<file path="config.mk">
export PLATFORM = sky130hd
export DESIGN_NAME = tomq_front
export DESIGN_NICKNAME = d
export VERILOG_FILES = /design/src/rtl/core/tomq_pkg.sv /design/src/rtl/core/tomq_front.sv
export SDC_FILE = /design/constraint.sdc
export NUM_CORES = 1
export LEC_CHECK = 0
export BUFFER_PORTS_ARGS = -buffer_cell sky130_fd_sc_hd__buf_2
export CORE_UTILIZATION = 40
export CTS_CLUSTER_DIAMETER = 100
export DETAILED_ROUTE_END_ITERATION = 16
export PLACE_DENSITY = 0.72
export SYNTH_ARGS = -nofsm -noshare
export SYNTH_HDL_FRONTEND = slang
export SYNTH_SLANG_ARGS = --single-unit
</file>
<file path="constraint.sdc">
create_clock -name clock -period 19.8 [get_ports clock]
set_input_delay 3.96 -clock clock [delete_from_list [all_inputs] [get_ports clock]]
set_output_delay 3.96 -clock clock [all_outputs]
set_load 0.005 [all_outputs]
</file>
<file path="src/rtl/core/tomq_pkg.sv">
// shared types, sizes and codes of the timestamp ordered message queue
package tomq_pkg;

   localparam int QUEUE_DEPTH  = 32;
   localparam int LEDGER_DEPTH = 64;
   localparam int CMDQ_DEPTH   = 2;

   localparam int QAW  = (QUEUE_DEPTH > 1) ? $clog2(QUEUE_DEPTH) : 1;
   localparam int QCW  = $clog2(QUEUE_DEPTH + 1);
   localparam int LAW  = (LEDGER_DEPTH > 1) ? $clog2(LEDGER_DEPTH) : 1;
   localparam int LFW  = $clog2(LEDGER_DEPTH + 1);
   localparam int SCW  = (LFW > QCW) ? LFW : QCW;
   localparam int CQAW = (CMDQ_DEPTH > 1) ? $clog2(CMDQ_DEPTH) : 1;
   localparam int CQCW = $clog2(CMDQ_DEPTH + 1);

   localparam int ID_W    = 64;
   localparam int REC_W   = 32;
   localparam int SEQ_W   = 64;
   localparam int STAMP_W = 63;
   localparam int KIND_W  = 2;
   localparam int STAT_W  = 4;
   localparam int COUNT_W = 6;
   localparam int SLOT_W  = ID_W + REC_W + SEQ_W + STAMP_W;

   localparam logic [2:0] OP_ENQUEUE         = 3'd0;
   localparam logic [2:0] OP_RETRACT         = 3'd1;
   localparam logic [2:0] OP_RETRACT_PENDING = 3'd2;
   localparam logic [2:0] OP_POP_ELIGIBLE    = 3'd3;
   localparam logic [2:0] OP_EARLIEST_FOR    = 3'd4;
   localparam logic [2:0] OP_DISCARD         = 3'd5;

   localparam logic [STAT_W-1:0] ST_APPLIED       = 4'd0;
   localparam logic [STAT_W-1:0] ST_BAD_ID        = 4'd1;
   localparam logic [STAT_W-1:0] ST_BAD_RECIPIENT = 4'd2;
   localparam logic [STAT_W-1:0] ST_BAD_STAMP     = 4'd3;
   localparam logic [STAT_W-1:0] ST_KIND_MISMATCH = 4'd4;
   localparam logic [STAT_W-1:0] ST_RETRACTED     = 4'd5;
   localparam logic [STAT_W-1:0] ST_DELIVERED     = 4'd6;
   localparam logic [STAT_W-1:0] ST_NOT_FOUND     = 4'd7;
   localparam logic [STAT_W-1:0] ST_FULL          = 4'd8;

   localparam logic [KIND_W-1:0] KIND_NONE = 2'd0;
   localparam logic [KIND_W-1:0] KIND_ODD  = 2'd3;

   typedef struct packed {
      logic [2:0]         op;
      logic [ID_W-1:0]    id;
      logic [REC_W-1:0]   rec;
      logic [STAMP_W-1:0] stamp;
      logic [KIND_W-1:0]  kind;
      logic               incl;
      logic [STAT_W-1:0]  pre_status;
      logic               go_on;
   } cmd_type;

   typedef struct packed {
      logic [ID_W-1:0]    id;
      logic [REC_W-1:0]   rec;
      logic [SEQ_W-1:0]   seq;
      logic [STAMP_W-1:0] stamp;
   } slot_type;

   typedef struct packed {
      logic               valid;
      logic [STAT_W-1:0]  status;
      logic [COUNT_W-1:0] count;
      logic               value_present;
      logic [ID_W-1:0]    id;
      logic [REC_W-1:0]   rec;
      logic [SEQ_W-1:0]   seq;
      logic [STAMP_W-1:0] stamp;
      logic               last;
   } rsp_type;

   // a kind code that differs from the bound one, the none code or an odd code, is a mismatch
   function automatic logic kind_bad(logic [KIND_W-1:0] kind, logic [KIND_W-1:0] bound);
      return (kind != bound) || (kind == KIND_NONE) || (kind == KIND_ODD);
   endfunction

endpackage

</file>
<file path="src/rtl/core/tomq_front.sv">
// front end: takes commands, prechecks them and queues them for the back end
module tomq_front (
   input  logic                         clock,
   input  logic                         reset,
   input  logic                         start,
   output logic                         busy,
   input  logic [2:0]                   op,
   input  logic [tomq_pkg::ID_W-1:0]    message_id,
   input  logic [tomq_pkg::REC_W-1:0]   recipient,
   input  logic [tomq_pkg::STAMP_W-1:0] stamp,
   input  logic [tomq_pkg::KIND_W-1:0]  stamp_kind,
   input  logic                         inclusive,
   input  logic [tomq_pkg::KIND_W-1:0]  cfg_kind,
   input  logic                         pop,
   output logic                         cmd_avail,
   output tomq_pkg::cmd_type            cmd
);

   tomq_pkg::cmd_type               q_ff [tomq_pkg::CMDQ_DEPTH];
   logic [tomq_pkg::CQAW-1:0]       wp_ff, wp_in, rp_ff, rp_in;
   logic [tomq_pkg::CQCW-1:0]       cnt_ff, cnt_in;
   tomq_pkg::cmd_type               cls;
   logic                            push;
   logic                            id_zero, rec_zero, stamp_bad, cfg_bad;

   assign busy      = (cnt_ff == tomq_pkg::CQCW'(tomq_pkg::CMDQ_DEPTH));
   assign push      = start && !busy;
   assign cmd_avail = (cnt_ff != '0);
   assign cmd       = q_ff[rp_ff];

   assign id_zero   = (message_id == '0);
   assign rec_zero  = (recipient == '0);
   assign stamp_bad = (stamp == '0) || (stamp == '1);
   assign cfg_bad   = (cfg_kind != tomq_pkg::KIND_NONE) &&
                      tomq_pkg::kind_bad(stamp_kind, cfg_kind);

   // checks that need only the command and the bound kind
   always_comb begin
      cls.op         = op;
      cls.id         = message_id;
      cls.rec        = recipient;
      cls.stamp      = stamp;
      cls.kind       = stamp_kind;
      cls.incl       = inclusive;
      cls.pre_status = tomq_pkg::ST_APPLIED;
      cls.go_on      = 1'b0;
      case (op)
         tomq_pkg::OP_ENQUEUE: begin
            if (id_zero)        cls.pre_status = tomq_pkg::ST_BAD_ID;
            else if (rec_zero)  cls.pre_status = tomq_pkg::ST_BAD_RECIPIENT;
            else if (stamp_bad) cls.pre_status = tomq_pkg::ST_BAD_STAMP;
            else if (cfg_bad)   cls.pre_status = tomq_pkg::ST_KIND_MISMATCH;
            else                cls.go_on      = 1'b1;
         end
         tomq_pkg::OP_RETRACT, tomq_pkg::OP_RETRACT_PENDING: begin
            if (id_zero) cls.pre_status = tomq_pkg::ST_BAD_ID;
            else         cls.go_on      = 1'b1;
         end
         tomq_pkg::OP_POP_ELIGIBLE: begin
            if (rec_zero)     cls.pre_status = tomq_pkg::ST_BAD_RECIPIENT;
            else if (cfg_bad) cls.pre_status = tomq_pkg::ST_KIND_MISMATCH;
            else              cls.go_on      = 1'b1;
         end
         tomq_pkg::OP_EARLIEST_FOR, tomq_pkg::OP_DISCARD: begin
            if (rec_zero) cls.pre_status = tomq_pkg::ST_BAD_RECIPIENT;
            else          cls.go_on      = 1'b1;
         end
         default: begin
            cls.go_on = 1'b0;
         end
      endcase
   end

   always_comb begin
      wp_in  = wp_ff;
      rp_in  = rp_ff;
      cnt_in = cnt_ff;
      if (push) begin
         wp_in = (wp_ff == tomq_pkg::CQAW'(tomq_pkg::CMDQ_DEPTH - 1)) ? '0 : wp_ff + 1'b1;
      end
      if (pop) begin
         rp_in = (rp_ff == tomq_pkg::CQAW'(tomq_pkg::CMDQ_DEPTH - 1)) ? '0 : rp_ff + 1'b1;
      end
      if (push && !pop)      cnt_in = cnt_ff + 1'b1;
      else if (!push && pop) cnt_in = cnt_ff - 1'b1;
   end

   always_ff @(posedge clock) begin
      if (reset) begin
         wp_ff  <= '0;
         rp_ff  <= '0;
         cnt_ff <= '0;
      end else begin
         wp_ff  <= wp_in;
         rp_ff  <= rp_in;
         cnt_ff <= cnt_in;
      end
      if (push) begin
         q_ff[wp_ff] <= cls;
      end
   end

endmodule

</file>
==> results of run 1 <==
power by group:
group / switching [W] / total, W / internal, W
Clock: 0.000272 / 0.000646 / 0.000374
Combinational: 0.000130 / 0.000236 / 0.000106
Sequential: 0.0000238 / 0.000922 / 0.000898
worst register-to-register path, delay by kind of cell (launching register included):
kind                   cells  cell delay [ns]
buffers and inverters      2             1.69
flip-flops                 1             0.40
AND/OR/NAND/NOR            2             0.74
stage by stage:
| step | worst slack [ns] | hold WS, ns |
|---|---|---|
| after floorplan | 8.042 | 0.4608 |
| after global placement | 12.88 | 0.4862 |
| after detailed placement | 12.85 | 0.5112 |
| after CTS | 12.29 | 0.5206 |
| after global routing | 12.16 | 0.5523 |
| final | 12.34 | 0.5166 |
worst max path at each step:
stage                       endpoint       from  slack [ns]  cells past startpoint
after floorplan           q_ff[0][0]      start        8.04                      2
after global placement       cmd[13]  flip-flop       12.88                      4
after detailed placement     cmd[13]  flip-flop       12.85                      4
after CTS                    cmd[13]  flip-flop       12.29                      4
after global routing         cmd[22]  flip-flop       12.16                      4
final                        cmd[13]  flip-flop       12.34                      4
layout make-up:
cell class                 count  area share
antenna                        4   0.0006131
clock buffer                  45     0.06115
clock inverter                22    0.008966
inverter                       3   0.0006897
multi-input combinational    287      0.1622
sequential                   343      0.6280
tap                          402     0.03081
timing repair buffer         346      0.1076
synth_stat cells (2+ instances only):
| library cell | instances | area [µm²] |
|---|---|---|
| a211oi_1 | 2 | 15.01 |
| a21oi_1 | 3 | 15.01 |
| buf_2 | 3 | 15.01 |
| clkbuf_1 | 15 | 56.30 |
| dfxtp_1 | 5 | 100.1 |
| edfxtp_1 | 338 | 10150 |
| inv_1 | 3 | 11.26 |
| mux2_2 | 169 | 1903 |
| nand2_1 | 5 | 18.77 |
| nand2b_1 | 3 | 18.77 |
| nand4_1 | 26 | 162.7 |
| nor2_1 | 9 | 33.78 |
| nor2b_1 | 2 | 12.51 |
| nor3_1 | 2 | 10.01 |
| nor4_1 | 43 | 269.0 |
| o21ai_0 | 4 | 20.02 |
| or2_2 | 2 | 12.51 |
| xnor2_1 | 2 | 17.52 |
| xor2_1 | 3 | 26.28 |
per-layer routing:
layer | up-vias | part of all wire | GRT usage
met4 | 2 | 0.030 | 0.07025
met5 | - | 0.00044 | 0
met2 | 295 | 0.49 | 0.2818
met1 | 3801 | 0.42 | 0.2222
met3 | 63 | 0.058 | 0.03732
li1 | 3410 | - | -
kinds of logic after synthesis:
logic type               count (synthesis)  share of synthesized area
other                                    1                  0.0002889
buffers and inverters                   23                   0.007230
adder cells (fa/ha/maj)                  1                  0.0009639
AO/OA/AOI/OAI                           12                   0.005784
AND/OR/NAND/NOR                         99                    0.04599
XOR/XNOR                                 5                   0.003375
multiplexers                           169                     0.1466
flip-flops                             343                     0.7897
state kept, by name, summed over array words and instances (netlist names), named ones only:
signal,cells
q_ff,338
wp_ff,1
rp_ff,1
cnt_ff,2
==> impl_metrics.yaml, run 1 <==
route:
  wl_um: 29560
  vias_per_cell: 5.214
  first_iter_violations: 465
  dr.pass1.iters: 5
  dr_total_vias: 7571
  ant_nets: 0
  wire_per_inst_um: 20.36
  drc: 0
hold_path:
  hp-start: "cnt_ff[1]"
  worstHoldEndpoint: "cnt_ff[1]"
  hold_depth: 2
  min_path_type: "reg -> reg"
power_and_ir_drop:
  ir_drop_mv: 0.08104
  power_density_mw_per_mm2: 110.5
  power_w: 0.001804
  leakagePower_nw: 5.918
clock_tree:
  post-cts-setup-buffers: 0
  clock_path_buffers: 3
  clkTransAtPathRegs_ns: 0.06
  numCtsBuffers: 38
  cts_tree: "yes"
  root_buffer: "clkbuf_16"
  cts_hold_buffers: 0
  cts.sinks: 343
  clk_latency_ns: 0.51
  htreeDepth: 2
  cts_resized: 0
layout:
  final_layout_size_suffix_gt1_frac: 0.5497
  fillerInstances: 2617
  fin_util: 0.5148
  synthToLayoutAreaGrowth_pct: 25.80
  mostFrequentLayoutCell: "buf_2"
  fin_area_mm2: 0.01633
  seqCellArea_mm2: 0.01025
  layout_common_cells: "buf_2, edfxtp_1, mux2_2, nor4_1, clkbuf_16"
  multiInputGateArea_mm2: 0.002648
  final_cells: 1452
  nNetsFinal: 1191
status:
  run_status: "completed"
sta:
  period_share: 0.3770
  max-slew-margin-rel: 0.2773
  grt_setup_unrepaired: "no"
  setup-tns-final_ns: 0
  final-setup-viol-count: 0
  worstMarginPinSlew_ns: 1.084
  max_freq_ghz: 0.1340
  finClkSkew_ns: 0.01040
  post-route-min-period_ns: 7.464
  maxSlewViolCount: 0
  hold_viol: 0
synthesis:
  synth_cells: 653
  synth_seq_cells: 343
  synth_edf_count: 338
  avgSynthCellArea_um2: 19.88
  synth_area_mm2: 0.01298
  synth_nets: 825
  ys.warnings.count: 0
  synth_flop_cell: "edfxtp_1"
  ys_seq_area_frac: 0.7897
  async_reset_ff_frac: 0
  ys_types: 33
worst_setup_path:
  worst-path-buf-inv: 3
  cp-start-kind: "flip-flop"
  r2r_slack_ns: 16.50
  cpMaxStageDelayCell: "buf_4"
  cp_common_cell: "buf_4"
  cp_slowest_stage_delay_ns: 0.83
  critical-path-top-delay-family: "buffers and inverters"
  rr_worst_depth: 4
  cp_data_arrival_time_ns: 3.50
  worstPathMaxFanout: 76
  timing.rr.end: "q_ff[1][13]"
  required_ns: 15.84
  path_cells: "buf_4, buf_4, mux2_2, buf_2"
  r2r-start: "cnt_ff[0]"
  end_kind: "primary output"
  crit_type: "reg -> out"
die:
  start_util: 0.4092
  fp.dieW_um: 182.1
  die_area_mm2: 0.03317
  io_pins: 343
  die_h_um: 182.1
  core_mm2: 0.03172
  num_rows: 65
flow_run:
  drv_cap: 0
grt:
  grt_overflow_total: 0
  grt_max_degree: 170
  grtUsageTotal: 0.1718
  grt_pass1_wl_um: 43370
  antenna_found_initial: 5
  grt_pass1_vias: 7562
place:
  portBuffers: 341
  dpl-instance-area_mm2: 0.01517
  place_congestion: 0.8456
  hpwl_um: 19690
  placedCellCount: 1381
No activity file was read; power rests on OpenSTA's default activity.
==> inputs of run 2 (changes only) <==
==> constraint.sdc (replaced) <==
create_clock -name clock -period 7.15 [get_ports clock]
set_input_delay 1.43 -clock clock [delete_from_list [all_inputs] [get_ports clock]]
set_output_delay 1.43 -clock clock [all_outputs]
set_load 0.005 [all_outputs]
==> run 2 against run 1 <==
  * Power rose to 2.8 times the previous value
  * Sequential share of layout area barely moved
  * Core utilization barely moved
  * Sequential cell count did not move
  * Routed wire length fell by 4.0%
  * Largest cell class unchanged
==> impl_metrics.yaml, run 2 (synthesis gave the netlist of run 1 again) <==
place:
  dpl_worst_slack_ns: 3.518
  place_congestion: 0.8015
  hpwl_um: 18910
  portBuffers: 341
layout:
  largest_register_ffs: 338
  nNetsFinal: 1189
  final_layout_size_suffix_gt1_frac: 0.5445
  fillerInstances: 2646
  mostFrequentLayoutCell: "buf_2"
  layout_common_cells: "buf_2, edfxtp_1, mux2_2, nor4_1, clkbuf_16"
  antenna_cells: 0
  synthToLayoutAreaGrowth_pct: 25.79
  largestRegisters: "q_ff: 338 flops, cnt_ff: 2 flops"
  largest_register: "q_ff"
die:
  core_mm2: 0.03172
  die_h_um: 182.1
  start_util: 0.4092
  io_pins: 343
  die_area_mm2: 0.03317
  fp.dieW_um: 182.1
  num_rows: 65
sta:
  post-route-min-period_ns: 3.852
  maxSlewViolCount: 0
  hold_viol: 0
  finClkSkew_ns: 0.01237
  period_share: 0.5387
  max-slew-margin-rel: 0.2664
  setup_ws_ns: 3.298
  grt_setup_unrepaired: "no"
  setup-tns-final_ns: 0
  worstMarginPinSlew_ns: 1.100
  final-setup-viol-count: 0
  max_freq_ghz: 0.2596
grt:
  grt_pass1_vias: 7564
  grtUsageTotal: 0.1654
  grt_max_degree: 170
  antenna_found_initial: 0
  grt_overflow_total: 0
  grt_pass1_wl_um: 42170
clock_tree:
  clk_latency_ns: 0.51
  cts.sinks: 343
  clkTransAtPathRegs_ns: 0.06
  numCtsBuffers: 37
  cts_resized: 0
  htreeDepth: 2
  root_buffer: "clkbuf_16"
  post-cts-setup-buffers: 0
  cts_tree: "yes"
  cts_hold_buffers: 0
  clock_path_buffers: 3
worst_setup_path:
  critical-path-top-delay-family: "buffers and inverters"
  required_ns: 5.72
  path_cells: "buf_12, mux2_2, buf_2"
  end_kind: "primary output"
  cpMaxStageDelayCell: "buf_12"
  crit_type: "reg -> out"
  worst-path-buf-inv: 2
  cp-start-kind: "flip-flop"
  cp.depth: 3
  cp_slowest_stage_delay_ns: 0.61
  rr_worst_depth: 3
  worstPathMaxFanout: 148
  cp_data_arrival_time_ns: 2.42
power_and_ir_drop:
  p_sw_w: 0.001155
  ir_drop_mv: 0.1927
  internal-power_w: 0.003851
  power_frac_seq: 0.507
  leakagePower_nw: 5.924
  clockPowerShare: 0.361
  power_w: 0.005006
  p_comb_frac: 0.132
  switching_share: 0.2308
  power_density_mw_per_mm2: 306.6
route:
  wl_um: 28380
  vias_per_cell: 5.125
  dr_total_vias: 7416
  ant_nets: 0
  drc: 0
  dr.pass1.iters: 5
  wire_per_inst_um: 19.61
  first_iter_violations: 390
hold_path:
  hold_depth: 2
  min_path_type: "reg -> reg"
flow_run:
  drv_cap: 0
status:
  run_status: "completed"
run 2: cell count changes in the layout (fill, tap and decap cells not counted), sizes merged:
cell      before  now
clkbuf        45   49
clkinv        15   14
inv            5    4
clkinvlp       4    1
diode          4    0
buf          346  345
bufinv         1    2
run 2: worst paths after layout:
check	slack [ns]	startpoint	to
max	3.30	flip-flop	cmd[160]
min	0.51	cnt_ff[1]	cnt_ff[1]
max reg2reg	4.74	cnt_ff[0]	q_ff[1][91]
min reg2reg	0.51	cnt_ff[1]	cnt_ff[1]
run 2: power by group through the flow:
stage | Clock, W | Sequential, W | Combinational (W)
after floorplan | 0 | 0.00259 | 0.000341
after global placement | 0 | 0.00257 | 0.000666
after detailed placement | 0 | 0.00258 | 0.000673
after CTS | 0.00185 | 0.00254 | 0.000676
after global routing | 0.00193 | 0.00256 | 0.000718
final | 0.00181 | 0.00254 | 0.000662
run 2: final cells by class:
class | instances | area (µm²) | share of cell area
Inverter | 3 | 11.26 | 0.0006898
Timing Repair Buffer | 345 | 1762 | 0.1079
Tap cell | 402 | 503.0 | 0.03081
Sequential cell | 343 | 10250 | 0.6281
Clock buffer | 49 | 1013 | 0.06208
Clock inverter | 18 | 135.1 | 0.008277
Multi-Input combinational cell | 287 | 2648 | 0.1622
run 2: metal layers:
layer  global-route usage  up-vias  routed length (µm)
li1                     -     3405                   -
met2               0.2791      267               14170
met5                    0        -                   0
met3              0.04091       56                1743
met4              0.06521        0                 887
met1               0.2046     3688               11580
run 2: worst reg2reg max path: stages (launching register included):
cell      delay (ns)
dfxtp_1         0.38
nand2b_1        0.17
and3_4          0.50
buf_4           0.87
run 2: stage by stage:
step	area [µm²]	hold WS, ns	util	cells
final	16330	0.5128	0.5147	1447
after global routing	16330	0.5499	0.5147	1447
after floorplan	12980	0.4608	-	653
after global placement	15180	0.4792	0.4785	1380
after CTS	16330	0.5136	0.5147	1447
after detailed placement	15180	0.5065	0.4785	1380
==> inputs of run 3 (changes only) <==
--- a/config.mk
+++ b/config.mk
@@ -9,7 +9,7 @@
 export CORE_UTILIZATION = 40
 export CTS_CLUSTER_DIAMETER = 100
 export DETAILED_ROUTE_END_ITERATION = 16
-export PLACE_DENSITY = 0.72
+export PLACE_DENSITY = 0.75
 export SYNTH_ARGS = -nofsm -noshare
 export SYNTH_HDL_FRONTEND = slang
 export SYNTH_SLANG_ARGS = --single-unit
==> constraint.sdc (replaced) <==
create_clock -name clock -period 3.2 [get_ports clock]
set_input_delay 0.64 -clock clock [delete_from_list [all_inputs] [get_ports clock]]
set_output_delay 0.64 -clock clock [all_outputs]
set_load 0.005 [all_outputs]
==> run 3 against run 2 <==
  * Cell area rose by 1.1%
  * Combinational power grew 130%
  * Sequential cell count unchanged
  * Critical path depth unchanged
  * Via count grew 0.71%
==> impl_metrics.yaml, run 3 (synthesis gave the netlist of run 1 again) <==
layout:
  nNetsFinal: 1197
  largest_register_ffs: 338
  largestRegisters: "q_ff: 338 flops, cnt_ff: 2 flops"
  final_layout_size_suffix_gt1_frac: 0.5520
  seqCellArea_mm2: 0.01025
  largest_register: "q_ff"
  synthToLayoutAreaGrowth_pct: 27.21
  layout_common_cells: "buf_2, edfxtp_1, mux2_2, nor4_1, clkbuf_16"
  multiInputGateArea_mm2: 0.002664
  fillerInstances: 2602
  final_cells: 1452
  mostFrequentLayoutCell: "buf_2"
power_and_ir_drop:
  power_w: 0.01134
  ir_drop_mv: 0.4571
  power_density_mw_per_mm2: 687.0
  leakagePower_nw: 6.003
sta:
  setup-tns-final_ns: 0
  max-slew-margin-rel: 0.5967
  grt_setup_unrepaired: "no"
  final-setup-viol-count: 0
  setup_ws_ns: 0.4283
  period_share: 0.8661
  max_freq_ghz: 0.3608
  post-route-min-period_ns: 2.772
  finClkSkew_ns: 0.01199
  whs_ns: 0.3311
  maxSlewViolCount: 0
  worstMarginPinSlew_ns: 0.5994
  hold_viol: 0
clock_tree:
  numCtsBuffers: 36
  htreeDepth: 2
  post-cts-setup-buffers: 0
  root_buffer: "clkbuf_16"
  cts_tree: "yes"
  cts_hold_buffers: 0
  clock_path_buffers: 3
  clk_latency_ns: 0.51
  cts_resized: 0
  clkTransAtPathRegs_ns: 0.06
  cts.sinks: 343
flow_run:
  drv_cap: 0
worst_setup_path:
  cp_slowest_stage_delay_ns: 0.66
  end_kind: "primary output"
  worstPathMaxFanout: 30
  critical-path-top-delay-family: "flip-flops"
  required_ns: 2.56
  cp_data_arrival_time_ns: 2.13
  cp-start-kind: "flip-flop"
  cpMaxStageDelayCell: "dfxtp_4"
  worst-path-buf-inv: 2
  crit_type: "reg -> out"
  path_cells: "buf_4, mux2_2, buf_2"
place:
  place_congestion: 0.7885
  hpwl_um: 19770
  portBuffers: 341
  placedCellCount: 1389
  dpl_worst_slack_ns: 0.4022
status:
  run_status: "completed"
die:
  io_pins: 343
  die_h_um: 182.1
  fp.dieW_um: 182.1
  num_rows: 65
  start_util: 0.4092
  die_area_mm2: 0.03317
  core_mm2: 0.03172
route:
  wire_per_inst_um: 19.67
  first_iter_violations: 430
  wl_um: 28550
  dr.pass1.iters: 4
  vias_per_cell: 5.144
  dr_total_vias: 7469
  drc: 0
  ant_nets: 0
grt:
  grtUsageTotal: 0.1680
  grt_pass1_wl_um: 42430
  grt_overflow_total: 0
  antenna_found_initial: 2
  grt_max_degree: 75
  grt_pass1_vias: 7612
hold_path:
  min_path_type: "in -> reg"
==> run 3: power by group <==
group / total, W / internal (W) / switching, W
clock: 0.00413 / 0.00251 / 0.00162
sequential: 0.00567 / 0.00554 / 0.000125
combinational: 0.00154 / 0.000708 / 0.000833
total: 0.0113 / 0.00876 / 0.00258
==> run 3: final timing paths <==
kind                  start           end  slack (ns)  cells past startpoint
max               flip-flop      cmd[115]        0.43                      3
min          message_id[50]  q_ff[1][153]        0.33                      1
max reg2reg       cnt_ff[0]   q_ff[1][82]        1.36                      3
min reg2reg       cnt_ff[1]     cnt_ff[1]        0.50                      2
==> run 3: per-layer routing <==
| layer | global-route usage | up-vias | part of all wire |
|---|---|---|---|
| li1 | - | 3423 | - |
| met1 | 0.2063 | 3713 | 0.40 |
| met2 | 0.2838 | 270 | 0.50 |
| met3 | 0.04051 | 61 | 0.065 |
| met4 | 0.07126 | 2 | 0.033 |
| met5 | 0 | - | 0.00046 |
==> run 3: through the flow <==
stage / cell area [µm²] / util
global placement: 15340 / 0.4835
finish: 16510 / 0.5206
CTS: 16510 / 0.5205
floorplan: 13000 / -
global route: 16510 / 0.5206
detailed placement: 15340 / 0.4835
==> run 3: cell type report <==
type | instances | share of cell area
diodes | 1 | 0.0001516
clock buffers | 42 | 0.05721
clock inverters | 20 | 0.01379
inverters | 3 | 0.0006820
multi-input cells | 287 | 0.1613
flip-flops and latches | 343 | 0.6210
well taps | 402 | 0.03046
repair buffers | 354 | 0.1153
==> run 3: worst register-to-register path: cells and delay by family, from the launching register on <==
kind	cells	cell delay (ns)
buf+inv	1	0.33
flops	1	0.38
simple gates	2	0.68
